File: src/smcn_pkg.sv
// Package: constants, codes and types of the sensor min/max normalizer
package smcn_pkg;

    localparam int SMCN_CHANNELS    = 5;
    localparam int SMCN_SAMPLE_BITS = 16;

    localparam int KIND_BITS      = 2;
    localparam int CHAN_BITS      = 3;
    localparam int SAMPLE_W       = 16;
    localparam int LEVEL_BITS     = 10;
    localparam int MIN_RESET      = 10000;
    localparam int MIN_RESET_BITS = 14;
    localparam int FULL_SCALE     = 1000;

    typedef enum logic [KIND_BITS-1:0] {
        KIND_CAL   = 2'd0,
        KIND_NORM  = 2'd1,
        KIND_RESET = 2'd2
    } t_kind;

    typedef enum logic [1:0] {
        ST_IDLE,
        ST_CHECK,
        ST_DIV,
        ST_DONE
    } t_state;

    typedef struct packed {
        logic busy;
        logic done;
    } t_div_stat;

endpackage

File: src/smcn_if.sv
// Valid/ready channel interfaces for input items and result items
interface smcn_in_if import smcn_pkg::*; ();
    logic                 valid;
    logic                 ready;
    logic [KIND_BITS-1:0] kind;
    logic [CHAN_BITS-1:0] channel;
    logic [SAMPLE_W-1:0]  sample;

    modport source (output valid, output kind, output channel, output sample, input ready);
    modport sink   (input valid, input kind, input channel, input sample, output ready);
endinterface

interface smcn_out_if import smcn_pkg::*; ();
    logic                  valid;
    logic                  ready;
    logic [CHAN_BITS-1:0]  out_channel;
    logic [LEVEL_BITS-1:0] level;

    modport source (output valid, output out_channel, output level, input ready);
    modport sink   (input valid, input out_channel, input level, output ready);
endinterface

File: src/smcn_div.sv
// Iterative restoring divider: one quotient bit per cycle, quotient below 2**LEVEL_BITS
module smcn_div import smcn_pkg::*; #(
    parameter int NW = 26,
    parameter int DW = 16
) (
    input  logic                  i_clk,
    input  logic                  i_rst_n,
    input  logic                  i_start,
    input  logic [NW-1:0]         i_num,
    input  logic [DW-1:0]         i_den,
    output t_div_stat             o_stat,
    output logic [LEVEL_BITS-1:0] o_quot
);

    localparam int CNTW = $clog2(LEVEL_BITS);

    logic                  r_busy;
    logic                  r_done;
    logic [CNTW-1:0]       r_cnt;
    logic [NW-1:0]         r_rem;
    logic [NW-1:0]         r_dsh;
    logic [LEVEL_BITS-1:0] r_quot;
    logic                  w_ge;

    assign w_ge = (r_rem >= r_dsh);

    always_ff @(posedge i_clk) begin
        if (!i_rst_n) begin
            r_busy <= 1'b0;
            r_done <= 1'b0;
        end else begin
            r_done <= 1'b0;
            if (i_start) begin
                r_busy <= 1'b1;
            end else if (r_busy && (r_cnt == '0)) begin
                r_busy <= 1'b0;
                r_done <= 1'b1;
            end
        end
    end

    always_ff @(posedge i_clk) begin
        if (i_start) begin
            r_rem <= i_num;
            // align the divisor with the top quotient bit
            r_dsh <= NW'(i_den) << (LEVEL_BITS - 1);
            r_cnt <= CNTW'(LEVEL_BITS - 1);
        end else if (r_busy) begin
            if (w_ge) begin
                r_rem <= r_rem - r_dsh;
            end
            r_quot <= {r_quot[LEVEL_BITS-2:0], w_ge};
            r_dsh  <= r_dsh >> 1;
            r_cnt  <= r_cnt - CNTW'(1);
        end
    end

    assign o_stat.busy = r_busy;
    assign o_stat.done = r_done;
    assign o_quot      = r_quot;

endmodule

File: src/sensor_minmax_calibrate_normalize.sv
// Top level: per-channel min/max calibration and 0..1000 normalization of sensor counts
//
// Each channel keeps the smallest and largest sample seen since the last
// calibration reset (reset: minimum 10000, maximum 0). Calibrate and reset
// items are absorbed in the cycle they are accepted and give no result, so the
// input stays ready. A normalize item of a valid channel holds the input off
// while it compares against the stored range and forms (sample - min) * 1000,
// runs the restoring divider (one quotient bit per cycle), takes the quotient
// and loads the output register. Samples below the minimum give 0, above the
// maximum give 1000, and an empty range gives 0; these skip the divider. A
// stalled output register holds the next result back, and the input with it,
// until the waiting result is taken. Items with kind 3, and calibrate or
// normalize items with a channel beyond CHANNELS-1, are dropped.
module sensor_minmax_calibrate_normalize import smcn_pkg::*; #(
    parameter int CHANNELS    = SMCN_CHANNELS,
    parameter int SAMPLE_BITS = SMCN_SAMPLE_BITS
) (
    input  logic        i_clk,
    input  logic        i_rst_n,
    smcn_in_if.sink     i_in,
    smcn_out_if.source  o_out
);

    localparam int VW = (SAMPLE_BITS > MIN_RESET_BITS) ? SAMPLE_BITS : MIN_RESET_BITS;
    localparam int NW = VW + LEVEL_BITS;
    localparam int CW = (CHANNELS > 1) ? $clog2(CHANNELS) : 1;
    localparam int XW = SAMPLE_W + 32;

    t_state                r_state;
    t_state                n_state;
    logic [VW-1:0]         r_min [CHANNELS];
    logic [VW-1:0]         r_max [CHANNELS];
    logic [VW-1:0]         r_s;
    logic [CHAN_BITS-1:0]  r_ch;
    logic [CW-1:0]         r_idx;
    logic [LEVEL_BITS-1:0] r_level;
    logic                  r_out_valid;
    logic [LEVEL_BITS-1:0] r_out_level;
    logic [CHAN_BITS-1:0]  r_out_ch;

    logic                  w_acc;
    logic                  w_ch_ok;
    logic [CW+CHAN_BITS-1:0] w_chx;
    logic [CW-1:0]         w_idx;
    logic [XW-1:0]         w_sx;
    logic [VW-1:0]         w_s;
    logic [VW-1:0]         w_lo;
    logic [VW-1:0]         w_hi;
    logic [VW-1:0]         w_den;
    logic [NW-1:0]         w_num;
    logic                  w_below;
    logic                  w_above;
    logic                  w_short;
    logic                  w_start;
    logic                  w_load_out;
    t_div_stat             w_div_stat;
    logic [LEVEL_BITS-1:0] w_quot;

    assign i_in.ready = (r_state == ST_IDLE);
    assign w_acc      = i_in.valid && i_in.ready;
    assign w_ch_ok    = (int'(i_in.channel) < CHANNELS);
    assign w_chx      = (CW + CHAN_BITS)'(i_in.channel);
    assign w_idx      = w_chx[CW-1:0];
    assign w_sx       = XW'(i_in.sample);
    assign w_s        = VW'(w_sx & ((XW'(1) << SAMPLE_BITS) - XW'(1)));

    // range of the latched channel
    assign w_lo    = r_min[r_idx];
    assign w_hi    = r_max[r_idx];
    assign w_below = (r_s < w_lo);
    assign w_above = (r_s > w_hi);
    assign w_den   = w_hi - w_lo;
    assign w_short = w_below || w_above || (w_den == '0);
    assign w_num   = NW'(r_s - w_lo) * NW'(FULL_SCALE);
    assign w_start = (r_state == ST_CHECK) && !w_short;

    assign w_load_out = (r_state == ST_DONE) && (!r_out_valid || o_out.ready);

    smcn_div #(
        .NW (NW),
        .DW (VW)
    ) u_smcn_div (
        .i_clk   (i_clk),
        .i_rst_n (i_rst_n),
        .i_start (w_start),
        .i_num   (w_num),
        .i_den   (w_den),
        .o_stat  (w_div_stat),
        .o_quot  (w_quot)
    );

    always_ff @(posedge i_clk) begin
        if (!i_rst_n) begin
            r_state <= ST_IDLE;
        end else begin
            r_state <= n_state;
        end
    end

    always_comb begin
        n_state = r_state;
        case (r_state)
            ST_IDLE: begin
                if (w_acc && (i_in.kind == KIND_NORM) && w_ch_ok) begin
                    n_state = ST_CHECK;
                end
            end
            ST_CHECK: begin
                n_state = w_short ? ST_DONE : ST_DIV;
            end
            ST_DIV: begin
                if (w_div_stat.done) begin
                    n_state = ST_DONE;
                end
            end
            ST_DONE: begin
                if (w_load_out) begin
                    n_state = ST_IDLE;
                end
            end
            default: n_state = ST_IDLE;
        endcase
    end

    // calibration ranges
    always_ff @(posedge i_clk) begin
        if (!i_rst_n) begin
            for (int i = 0; i < CHANNELS; i++) begin
                r_min[i] <= VW'(MIN_RESET);
                r_max[i] <= '0;
            end
        end else if (w_acc) begin
            case (i_in.kind)
                KIND_RESET: begin
                    for (int i = 0; i < CHANNELS; i++) begin
                        r_min[i] <= VW'(MIN_RESET);
                        r_max[i] <= '0;
                    end
                end
                KIND_CAL: begin
                    if (w_ch_ok) begin
                        if (w_s < r_min[w_idx]) begin
                            r_min[w_idx] <= w_s;
                        end
                        if (w_s > r_max[w_idx]) begin
                            r_max[w_idx] <= w_s;
                        end
                    end
                end
                default: ;
            endcase
        end
    end

    // latch the normalize item and collect its level
    always_ff @(posedge i_clk) begin
        if (w_acc) begin
            r_s   <= w_s;
            r_ch  <= i_in.channel;
            r_idx <= w_idx;
        end
        if (r_state == ST_CHECK) begin
            // below the minimum wins over above the maximum on an inverted range
            r_level <= (w_above && !w_below) ? LEVEL_BITS'(FULL_SCALE) : '0;
        end else if ((r_state == ST_DIV) && w_div_stat.done) begin
            r_level <= w_quot;
        end
    end

    // output register
    always_ff @(posedge i_clk) begin
        if (!i_rst_n) begin
            r_out_valid <= 1'b0;
        end else if (w_load_out) begin
            r_out_valid <= 1'b1;
        end else if (o_out.ready) begin
            r_out_valid <= 1'b0;
        end
    end

    always_ff @(posedge i_clk) begin
        if (w_load_out) begin
            r_out_level <= r_level;
            r_out_ch    <= r_ch;
        end
    end

    assign o_out.valid       = r_out_valid;
    assign o_out.level       = r_out_level;
    assign o_out.out_channel = r_out_ch;

endmodule

File: src/flat_wrapper.sv
// flat-port wrapper written by rule: the top's interface ports become plain ports
module sensor_minmax_calibrate_normalize_flat import smcn_pkg::*;
#(
    parameter int CHANNELS    = SMCN_CHANNELS,
    parameter int SAMPLE_BITS = SMCN_SAMPLE_BITS
)
  (i_clk, i_rst_n, i_in_valid, i_in_kind, i_in_channel, i_in_sample, i_in_ready, o_out_valid, o_out_out_channel, o_out_level, o_out_ready);
  smcn_in_if i_in_i ();
  smcn_out_if o_out_i ();
  input  logic i_clk;
  input  logic i_rst_n;
  input wire logic [$bits(i_in_i.valid)-1:0] i_in_valid;
  input wire logic [$bits(i_in_i.kind)-1:0] i_in_kind;
  input wire logic [$bits(i_in_i.channel)-1:0] i_in_channel;
  input wire logic [$bits(i_in_i.sample)-1:0] i_in_sample;
  output wire logic [$bits(i_in_i.ready)-1:0] i_in_ready;
  output wire logic [$bits(o_out_i.valid)-1:0] o_out_valid;
  output wire logic [$bits(o_out_i.out_channel)-1:0] o_out_out_channel;
  output wire logic [$bits(o_out_i.level)-1:0] o_out_level;
  input wire logic [$bits(o_out_i.ready)-1:0] o_out_ready;
  assign i_in_i.valid = i_in_valid;
  assign i_in_i.kind = i_in_kind;
  assign i_in_i.channel = i_in_channel;
  assign i_in_i.sample = i_in_sample;
  assign i_in_ready = i_in_i.ready;
  assign o_out_valid = o_out_i.valid;
  assign o_out_out_channel = o_out_i.out_channel;
  assign o_out_level = o_out_i.level;
  assign o_out_i.ready = o_out_ready;
  sensor_minmax_calibrate_normalize #(.CHANNELS(CHANNELS), .SAMPLE_BITS(SAMPLE_BITS)) u_core (.i_clk(i_clk), .i_rst_n(i_rst_n), .i_in(i_in_i), .o_out(o_out_i));
endmodule
File: config.mk
export PLATFORM = sky130hd
export DESIGN_NAME = sensor_minmax_calibrate_normalize_flat
export DESIGN_NICKNAME = d
export VERILOG_FILES = /design/src/smcn_pkg.sv /design/src/smcn_if.sv /design/src/smcn_div.sv /design/src/sensor_minmax_calibrate_normalize.sv /design/src/flat_wrapper.sv
export SDC_FILE = /design/constraint.sdc
export NUM_CORES = 1
export LEC_CHECK = 0
export BUFFER_PORTS_ARGS = -buffer_cell sky130_fd_sc_hd__clkbuf_2
export CORE_ASPECT_RATIO = 1.75
export CORE_MARGIN = 2
export CORE_UTILIZATION = 55
export CTS_CLUSTER_DIAMETER = 200
export DETAILED_ROUTE_END_ITERATION = 12
export MAX_ROUTING_LAYER = met4
export PLACE_DENSITY = 0.69
export SYNTH_ARGS = -nofsm -noshare
export SYNTH_HDL_FRONTEND = slang
export SYNTH_HIERARCHICAL = 1
export SYNTH_SLANG_ARGS = --single-unit
File: constraint.sdc
create_clock -name i_clk -period 11.6 [get_ports i_clk]
set_input_delay 2.32 -clock i_clk [delete_from_list [all_inputs] [get_ports i_clk]]
set_output_delay 2.32 -clock i_clk [all_outputs]
set_load 0.02 [all_outputs]
==> metrics.csv, run 1 <==
metric,value,unit
grt_pass1_vias,17687,
cts_hold_buf,0,
path_max_fanout,35,
ant_nets,0,
cp.arrival,8.87,ns
skew,0.0262,ns
rows,100,
portBuffers,39,
core_area,42300,sq um
grt_start_max_net_pins,81,
slew_headroom,7.26,%
setup_viol,0,
first_pass_iters,5,
cp-start-kind,register,
grt_most_used_layer,met2,
htree_levels,2,
clock.fmax,117,MHz
wl,65400,um
final-max-slew-violation-count,0,
hold_class,register to register,
outcome,"finished, final reports clean",
worst_ep_required_time,11.89,ns
layout.area.seq,10900,sq um
drc,0,
final_nets,2298,
fillers,3515,
synth.yosys.warnings,6,
fp.dieH,277,um
cts-resized-gates,0,
rsz0062_at_grt,false,
numCtsBuffers,38,
maxCapViolations,0,
final_cell_mix,"edfxtp_1, inv_1, ha_1",
place_congestion,0.951,
syn_inst,1964,
use_met1,30.1,%
cp-end-kind,register,
grt-ovfl-total,0,
antenna_found_initial,1,
routedWlPerCell,24.7,um
cts_tree,built,
cts_setup_buffers,0,
synth_area,23400,sq um
vias_per_cell,6.42,
drive_above_1_share,11.9,%
finalSetupTns,0,ns
final_hold_viol_count,0,
area_delta_synth_final,10.6,%
die_area,44200,sq um
die_w,160,um
final_common_cell,edfxtp_1,
crit_type,register to register,
avgSynthCellArea,11.9,sq um
clk_pin_slew_worst_paths,0.06,ns
gr-usage-met3,3.44,%
start_util,55.3,%
dp_hpwl,45800,um
min_period,8.58,ns
ios,40,
worst_pin_slew,1.39,ns
grt_usage,30.4,%
ctsRootBufferMaster,clkbuf_16,
hold-worst-slack,0.418,ns
cts_sinks,371,
finalCritPeriodShare,74.0,%
use_met2,56.0,%
clock_tree.buffer_depth,3,
multi_input_area,11800,sq um
drtIter0Drc,1422,
vias,17030,
grt_pass1_wl,99500,um
insertion_delay,0.56,ns
## sequential cells by signal, indices dropped and copies added (netlist names), 2 cells and up, named ones only
name,cells
u_core/u_smcn_div/r_rem,26
u_core/r_s,16
u_core/r_state,2
u_core/r_max,128
u_core/o_out.out_channel,3
u_core/u_smcn_div/r_dsh,25
u_core/u_smcn_div/o_quot,10
u_core/o_out.level,10
u_core/r_idx,3
u_core/u_smcn_div/r_cnt,4
u_core/r_min,128
u_core/r_level,10
## layer usage
| metal | part of all wire, % | routed length (um) |
|---|---|---|
| met2 | 54 | 35600 |
| met1 | 32 | 20800 |
| met3 | 6.4 | 4220 |
| met4 | 7.3 | 4760 |
| met5 | 0 | 0 |
## per-stage QoR
stage	util [%]	worst slack, ns	cell area [sq um]	cells
4_1_cts	61.1	3.04	25900	2653
2_1_floorplan	-	3.55	23800	2062
5_1_grt	61.1	2.57	25900	2654
3_3_place_gp	58.1	3.20	24600	2584
3_5_place_dp	58.1	3.07	24600	2584
6_report	61.1	3.02	25900	2654
## worst max-delay path, cell delays in order, from the launching register on
cell and delay (ns):
dfxtp_4 0.82, mux4_2 0.60, mux2_2 0.32, ha_1 0.21
inv_1 0.07, fa_1 0.23, a211oi_1 0.12, o21bai_1 0.42
a31oi_1 0.25, xnor2_1 0.58, inv_1 0.22, fa_1 0.55
fa_1 0.54, fa_1 0.53, fa_1 0.55, inv_1 0.04
ha_1 0.35, a21o_1 0.22, a21o_1 0.18, a21o_1 0.20
or3_1 0.30, o211ai_1 0.31, o2111ai_1 0.17, a21oi_1 0.19
xnor2_1 0.10, a21oi_1 0.15, mux2i_1 0.08
## cell type report
| type | instances | area share (%) |
|---|---|---|
| Timing Repair Buffer | 70 | 1.66 |
| Multi-Input combinational cell | 1408 | 45.8 |
| Clock inverter | 23 | 1.15 |
| Sequential cell | 371 | 42.3 |
| Clock buffer | 46 | 3.88 |
| Inverter | 174 | 2.53 |
| Antenna cell | 1 | 0.00968 |
| Tap cell | 561 | 2.72 |
## final timing paths
kind                startpoint                          end  slack [ns]  depth (start not counted)
min reg2reg  u_core/r_level[1]        u_core/o_out.level[1]        0.42                          0
max                   register  u_core/u_smcn_div/r_rem[25]        3.02                         26
min          u_core/r_level[1]        u_core/o_out.level[1]        0.42                          0
max reg2reg           register  u_core/u_smcn_div/r_rem[25]        3.02                         26
Power of run 1 is not shown: default switching activity piles up to over one toggle a cycle in this logic, so the estimate is an artifact.
==> inputs of run 2 (changes only) <==
--- a/config.mk
+++ b/config.mk
@@ -12,7 +12,7 @@
 export CTS_CLUSTER_DIAMETER = 200
 export DETAILED_ROUTE_END_ITERATION = 12
 export MAX_ROUTING_LAYER = met4
-export PLACE_DENSITY = 0.69
+export PLACE_DENSITY = 0.72
 export SYNTH_ARGS = -nofsm -noshare
 export SYNTH_HDL_FRONTEND = slang
 export SYNTH_HIERARCHICAL = 1
==> constraint.sdc (replaced) <==
create_clock -name i_clk -period 7.1 [get_ports i_clk]
set_input_delay 1.42 -clock i_clk [delete_from_list [all_inputs] [get_ports i_clk]]
set_output_delay 1.42 -clock i_clk [all_outputs]
set_load 0.02 [all_outputs]
==> metrics.csv, run 2 (synthesis gave the netlist of run 1 again) <==
metric,value,unit,change
portBuffers,39,,unchanged
rsz0062_at_grt,true,,was false
dp_hpwl,48000,um,was 45800 um
min_period,7.09,ns,was 8.58 ns
ctsRootBufferMaster,clkbuf_16,,unchanged
area_delta_synth_final,16.8,%,was 10.6%
cp.arrival,7.37,ns,was 8.87 ns
cts_tree,built,,unchanged
die_w,160,um,unchanged
ant_nets,0,,unchanged
use_met2,56.5,%,was 56.0%
clock_tree.buffer_depth,3,,unchanged
grt_pass1_vias,18337,,was 17687
antenna_found_initial,1,,unchanged
finalWorstSetupSlack,0.0149,ns,was 3.02 ns
outcome,"finished, final reports clean",,unchanged
final_hold_viol_count,0,,unchanged
fillers,3309,,was 3515
final_nets,2431,,was 2298
cp-start-kind,register,,unchanged
die_area,44200,sq um,unchanged
slew_headroom,23.9,%,was 7.26%
finalSetupTns,0,ns,unchanged
use_met1,30.2,%,was 30.1%
drtIter0Drc,1520,,was 1422
vias,17719,,was 17030
path_max_fanout,5,,was 35
hold_class,register to register,,unchanged
final-max-slew-violation-count,0,,unchanged
cp-end-kind,register,,unchanged
clk_pin_slew_worst_paths,0.07,ns,was 0.06 ns
final_common_cell,edfxtp_1,,unchanged
fp.dieH,277,um,unchanged
start_util,55.3,%,unchanged
grt-ovfl-total,0,,unchanged
drc,0,,unchanged
core_area,42300,sq um,unchanged
wl,67600,um,was 65400 um
first_pass_iters,5,,unchanged
dpl_worst_slack,-0.219,ns,was 3.07 ns
drive_above_1_share,19.6,%,was 11.9%
grt_usage,31.1,%,was 30.4%
setup_viol,0,,unchanged
finalCritPeriodShare,99.8,%,was 74.0%
maxCapViolations,0,,unchanged
crit_type,register to register,,unchanged
grt_pass1_wl,102000,um,was 99500 um
insertion_delay,0.57,ns,was 0.56 ns
grt_most_used_layer,met2,,unchanged
final_cell_mix,"edfxtp_1, inv_1, buf_4",,"was edfxtp_1, inv_1, ha_1"
worst_pin_slew,1.14,ns,was 1.39 ns
cts_sinks,371,,unchanged
grt_start_max_net_pins,61,,was 81
cts_hold_buf,0,,unchanged
place_congestion,0.942,,was 0.951
clock.fmax,141,MHz,was 117 MHz
largestRegisters,"u_core/r_max (128), u_core/r_min (128), u_core/u_smcn_div/r_rem (26)",,unchanged
rows,100,,unchanged
worst_ep_required_time,7.39,ns,was 11.89 ns
htree_levels,2,,unchanged
hold-worst-slack,0.430,ns,was 0.418 ns
vias_per_cell,6.36,,was 6.42
numCtsBuffers,36,,was 38
routedWlPerCell,24.3,um,was 24.7 um
final_core_util,64.6,%,was 61.1%
ios,40,,unchanged
gr-usage-met3,3.86,%,was 3.44%
skew,0.0378,ns,was 0.0262 ns
[run 2: final cells by class]
| class | count | area (sq um) | share of cell area (%) |
|---|---|---|---|
| repair buffers | 205 | 1600 | 5.86 |
| flip-flops and latches | 371 | 10900 | 40.0 |
| clock inverters | 22 | 256 | 0.939 |
| diodes | 1 | 2.50 | 0.00916 |
| clock buffers | 44 | 952 | 3.49 |
| multi-input cells | 1408 | 12200 | 44.7 |
| well taps | 561 | 702 | 2.57 |
| inverters | 174 | 653 | 2.39 |
[run 2: worst paths after layout]
path | endpoint | startpoint | slack [ns] | depth (start not counted)
worst max-delay path | u_core/u_smcn_div/r_rem[23] | register | 0.01 | 27
worst min-delay path | u_core/o_out.level[9] | u_core/r_level[9] | 0.43 | 0
worst max register to register | u_core/u_smcn_div/r_rem[23] | register | 0.01 | 27
worst min register to register | u_core/o_out.level[9] | u_core/r_level[9] | 0.43 | 0
[run 2: worst max-delay path, cell delays in order, from the launching register on]
cell	delay, ns
dfxtp_4	0.38
buf_6	0.14
buf_4	0.16
mux4_2	0.53
mux2i_4	0.22
ha_4	0.24
a21boi_2	0.16
o31a_1	0.35
a2111o_1	0.43
nand3_4	0.08
inv_2	0.04
fa_1	0.46
fa_1	0.52
fa_1	0.44
fa_1	0.56
inv_2	0.05
ha_4	0.23
a21o_1	0.16
a21o_1	0.18
a21o_1	0.19
or3_1	0.30
o211ai_1	0.32
buf_4	0.18
o21bai_1	0.06
a21oi_1	0.17
xnor2_1	0.08
mux2i_1	0.16
a21oi_2	0.04
[run 2: through the flow]
step           area [sq um]  cells
3_3_place_gp          25600   2704
4_1_cts               27000   2779
6_report              27300   2786
3_5_place_dp          25600   2704
5_1_grt               27300   2786
2_1_floorplan         23900   2062
[run 2: timing repair]
item / in CTS / in global routing
setup endpoints to repair: 5 / 6
buffers inserted: 11 / 6
cloned: 0 / 1
gates resized for setup: 18 / 53
pin swaps: 16 / 22
[run 2: layer usage]
layer / vias up / part of all wire, %
met5: - / 0
met4: 0 / 8.3
met3: 317 / 6.5
met2: 856 / 53
met1: 8669 / 32
li1: 7877 / -
Power of run 2 is left out for the same reason.
==> inputs of run 3 (changes only) <==
--- a/config.mk
+++ b/config.mk
@@ -12,7 +12,8 @@
 export CTS_CLUSTER_DIAMETER = 200
 export DETAILED_ROUTE_END_ITERATION = 12
 export MAX_ROUTING_LAYER = met4
-export PLACE_DENSITY = 0.72
+export PLACE_DENSITY = 0.69
+export SLEW_MARGIN = 30
 export SYNTH_ARGS = -nofsm -noshare
 export SYNTH_HDL_FRONTEND = slang
 export SYNTH_HIERARCHICAL = 1
==> constraint.sdc (replaced) <==
create_clock -name i_clk -period 7.5 [get_ports i_clk]
set_input_delay 1.5 -clock i_clk [delete_from_list [all_inputs] [get_ports i_clk]]
set_output_delay 1.5 -clock i_clk [all_outputs]
set_load 0.02 [all_outputs]
==> metrics.csv, run 3 (synthesis gave the netlist of run 1 again) <==
metric,value,unit,change
final_hold_viol_count,0,,unchanged
core_area,42300,sq um,unchanged
cp.arrival,7.45,ns,was 7.37 ns
numCtsBuffers,37,,was 36
largestRegisters,"u_core/r_max (128), u_core/r_min (128), u_core/u_smcn_div/r_rem (26)",,unchanged
cp_num_buf_inv,4,,was 5
critical_path.max_stage_delay,0.54,ns,was 0.56 ns
maxCapViolations,0,,unchanged
place_congestion,0.926,,was 0.942
slew_headroom,27.9,%,was 23.9%
cts_sinks,371,,unchanged
worst_ep_required_time,7.78,ns,was 7.39 ns
hold_class,register to register,,unchanged
routedWlPerCell,24.9,um,was 24.3 um
portBuffers,39,,unchanged
ant_nets,0,,unchanged
final_nets,2350,,was 2431
gr-usage-met3,4.00,%,was 3.86%
dp_hpwl,47700,um,was 48000 um
htree_levels,2,,unchanged
grt_most_used_layer,met2,,unchanged
drc,0,,unchanged
use_met2,58.2,%,was 56.5%
antenna_found_initial,1,,unchanged
cpMaxStageDelayCell,fa_1,,unchanged
final-max-slew-violation-count,0,,unchanged
ios,40,,unchanged
rows,100,,unchanged
finalCritPeriodShare,95.6,%,was 99.8%
final_cell_mix,"edfxtp_1, inv_1, ha_1",,"was edfxtp_1, inv_1, buf_4"
final_common_cell,edfxtp_1,,unchanged
insertion_delay,0.57,ns,about the same
grt-ovfl-total,0,,unchanged
die_w,160,um,unchanged
area_delta_synth_final,12.8,%,was 16.8%
cts_hold_buf,0,,unchanged
grt_pass1_wl,102000,um,about the same
cts_tree,built,,unchanged
cp-start-kind,register,,unchanged
vias_per_cell,6.44,,was 6.36
grt_pass1_vias,18261,,was 18337
clock_tree.buffer_depth,3,,unchanged
skew,0.0314,ns,was 0.0378 ns
ctsRootBufferMaster,clkbuf_16,,unchanged
start_util,55.3,%,unchanged
cp_top_family,adder cells,,unchanged
vias,17432,,was 17719
setup_viol,0,,unchanged
wl,67400,um,was 67600 um
clock.fmax,139,MHz,was 141 MHz
rsz0062_at_grt,true,,unchanged
first_pass_iters,6,,was 5
path_max_fanout,8,,was 5
min_period,7.17,ns,was 7.09 ns
use_met1,29.7,%,was 30.2%
drive_above_1_share,15.1,%,was 19.6%
cp-end-kind,register,,unchanged
grt_start_max_net_pins,72,,was 61
finalSetupTns,0,ns,unchanged
worst_pin_slew,1.08,ns,was 1.14 ns
fp.dieH,277,um,unchanged
outcome,"finished, final reports clean",,unchanged
crit_type,register to register,,unchanged
cp_common_cell,fa_1,,unchanged
die_area,44200,sq um,unchanged
drtIter0Drc,1449,,was 1520
regToRegSetupSlack,0.33,ns,was 0.01 ns
grt_usage,31.1,%,about the same
clk_pin_slew_worst_paths,0.06,ns,was 0.07 ns
-- run 3: cell count changes in the layout (fill, tap and decap cells not counted), moves of 4 or more --
cell,before,now
buf_6,4,0
buf_4,151,78
mux2i_4,7,3
ha_4,5,0
buf_12,8,4
ha_1,145,153
mux2i_1,36,40
-- run 3: per-layer routing --
layer | wire (um) | up-vias
li1 | - | 7705
met1 | 21500 | 8576
met2 | 36500 | 819
met3 | 4450 | 332
met4 | 4980 | 0
met5 | 0 | -
-- run 3: final timing paths --
| path | start | to | cells after the start |
|---|---|---|---|
| worst max-delay path | register | u_core/u_smcn_div/r_rem[23] | 27 |
| worst min-delay path | u_core/r_level[4] | u_core/o_out.level[4] | 0 |
| worst max register to register | register | u_core/u_smcn_div/r_rem[23] | 27 |
| worst min register to register | u_core/r_level[4] | u_core/o_out.level[4] | 0 |
-- run 3: worst register-to-register path, stage by stage (launching register included) --
cell,delay (ns)
dfxtp_4,0.45
buf_4,0.15
mux4_2,0.49
mux2i_2,0.22
ha_1,0.34
o21ai_1,0.14
a21boi_1,0.12
o31a_1,0.30
a2111o_1,0.45
nand3_2,0.08
inv_1,0.06
fa_1,0.49
fa_1,0.43
fa_1,0.49
fa_1,0.54
inv_1,0.04
ha_1,0.30
a21o_1,0.21
a21o_1,0.19
a21o_1,0.20
or3_1,0.30
o211ai_1,0.27
buf_4,0.17
o21bai_1,0.07
a21oi_2,0.13
xnor2_1,0.07
mux2i_1,0.16
a21oi_2,0.04
-- run 3: layout make-up --
class,count,area [sq um]
timing repair buffer,123,913
fill,3509,15900
antenna,1,2.50
inverter,174,653
tap,561,702
clock inverter,22,215
sequential,371,10900
clock buffer,46,991
multi-input combinational,1408,12000
-- run 3: stage by stage --
| step | hold slack, ns | std cells | cell area [sq um] | setup slack, ns | util [%] |
|---|---|---|---|---|---|
| after detailed placement | 0.414 | 2629 | 25000 | 0.0775 | 59.0 |
| after global routing | 0.434 | 2706 | 26400 | -0.0645 | 62.4 |
| after CTS | 0.433 | 2697 | 26200 | 0.0542 | 61.9 |
| after global placement | 0.403 | 2629 | 25000 | 0.230 | 59.0 |
| final | 0.427 | 2706 | 26400 | 0.329 | 62.4 |
| after floorplan | 0.400 | 2062 | 23800 | 0.00143 | - |
-- run 3: what timing repair did --
item,in CTS,in global routing
setup buffers,0,7
resized for setup,0,26
setup endpoints to repair,0,4
Power of run 3 is left out for the same reason.
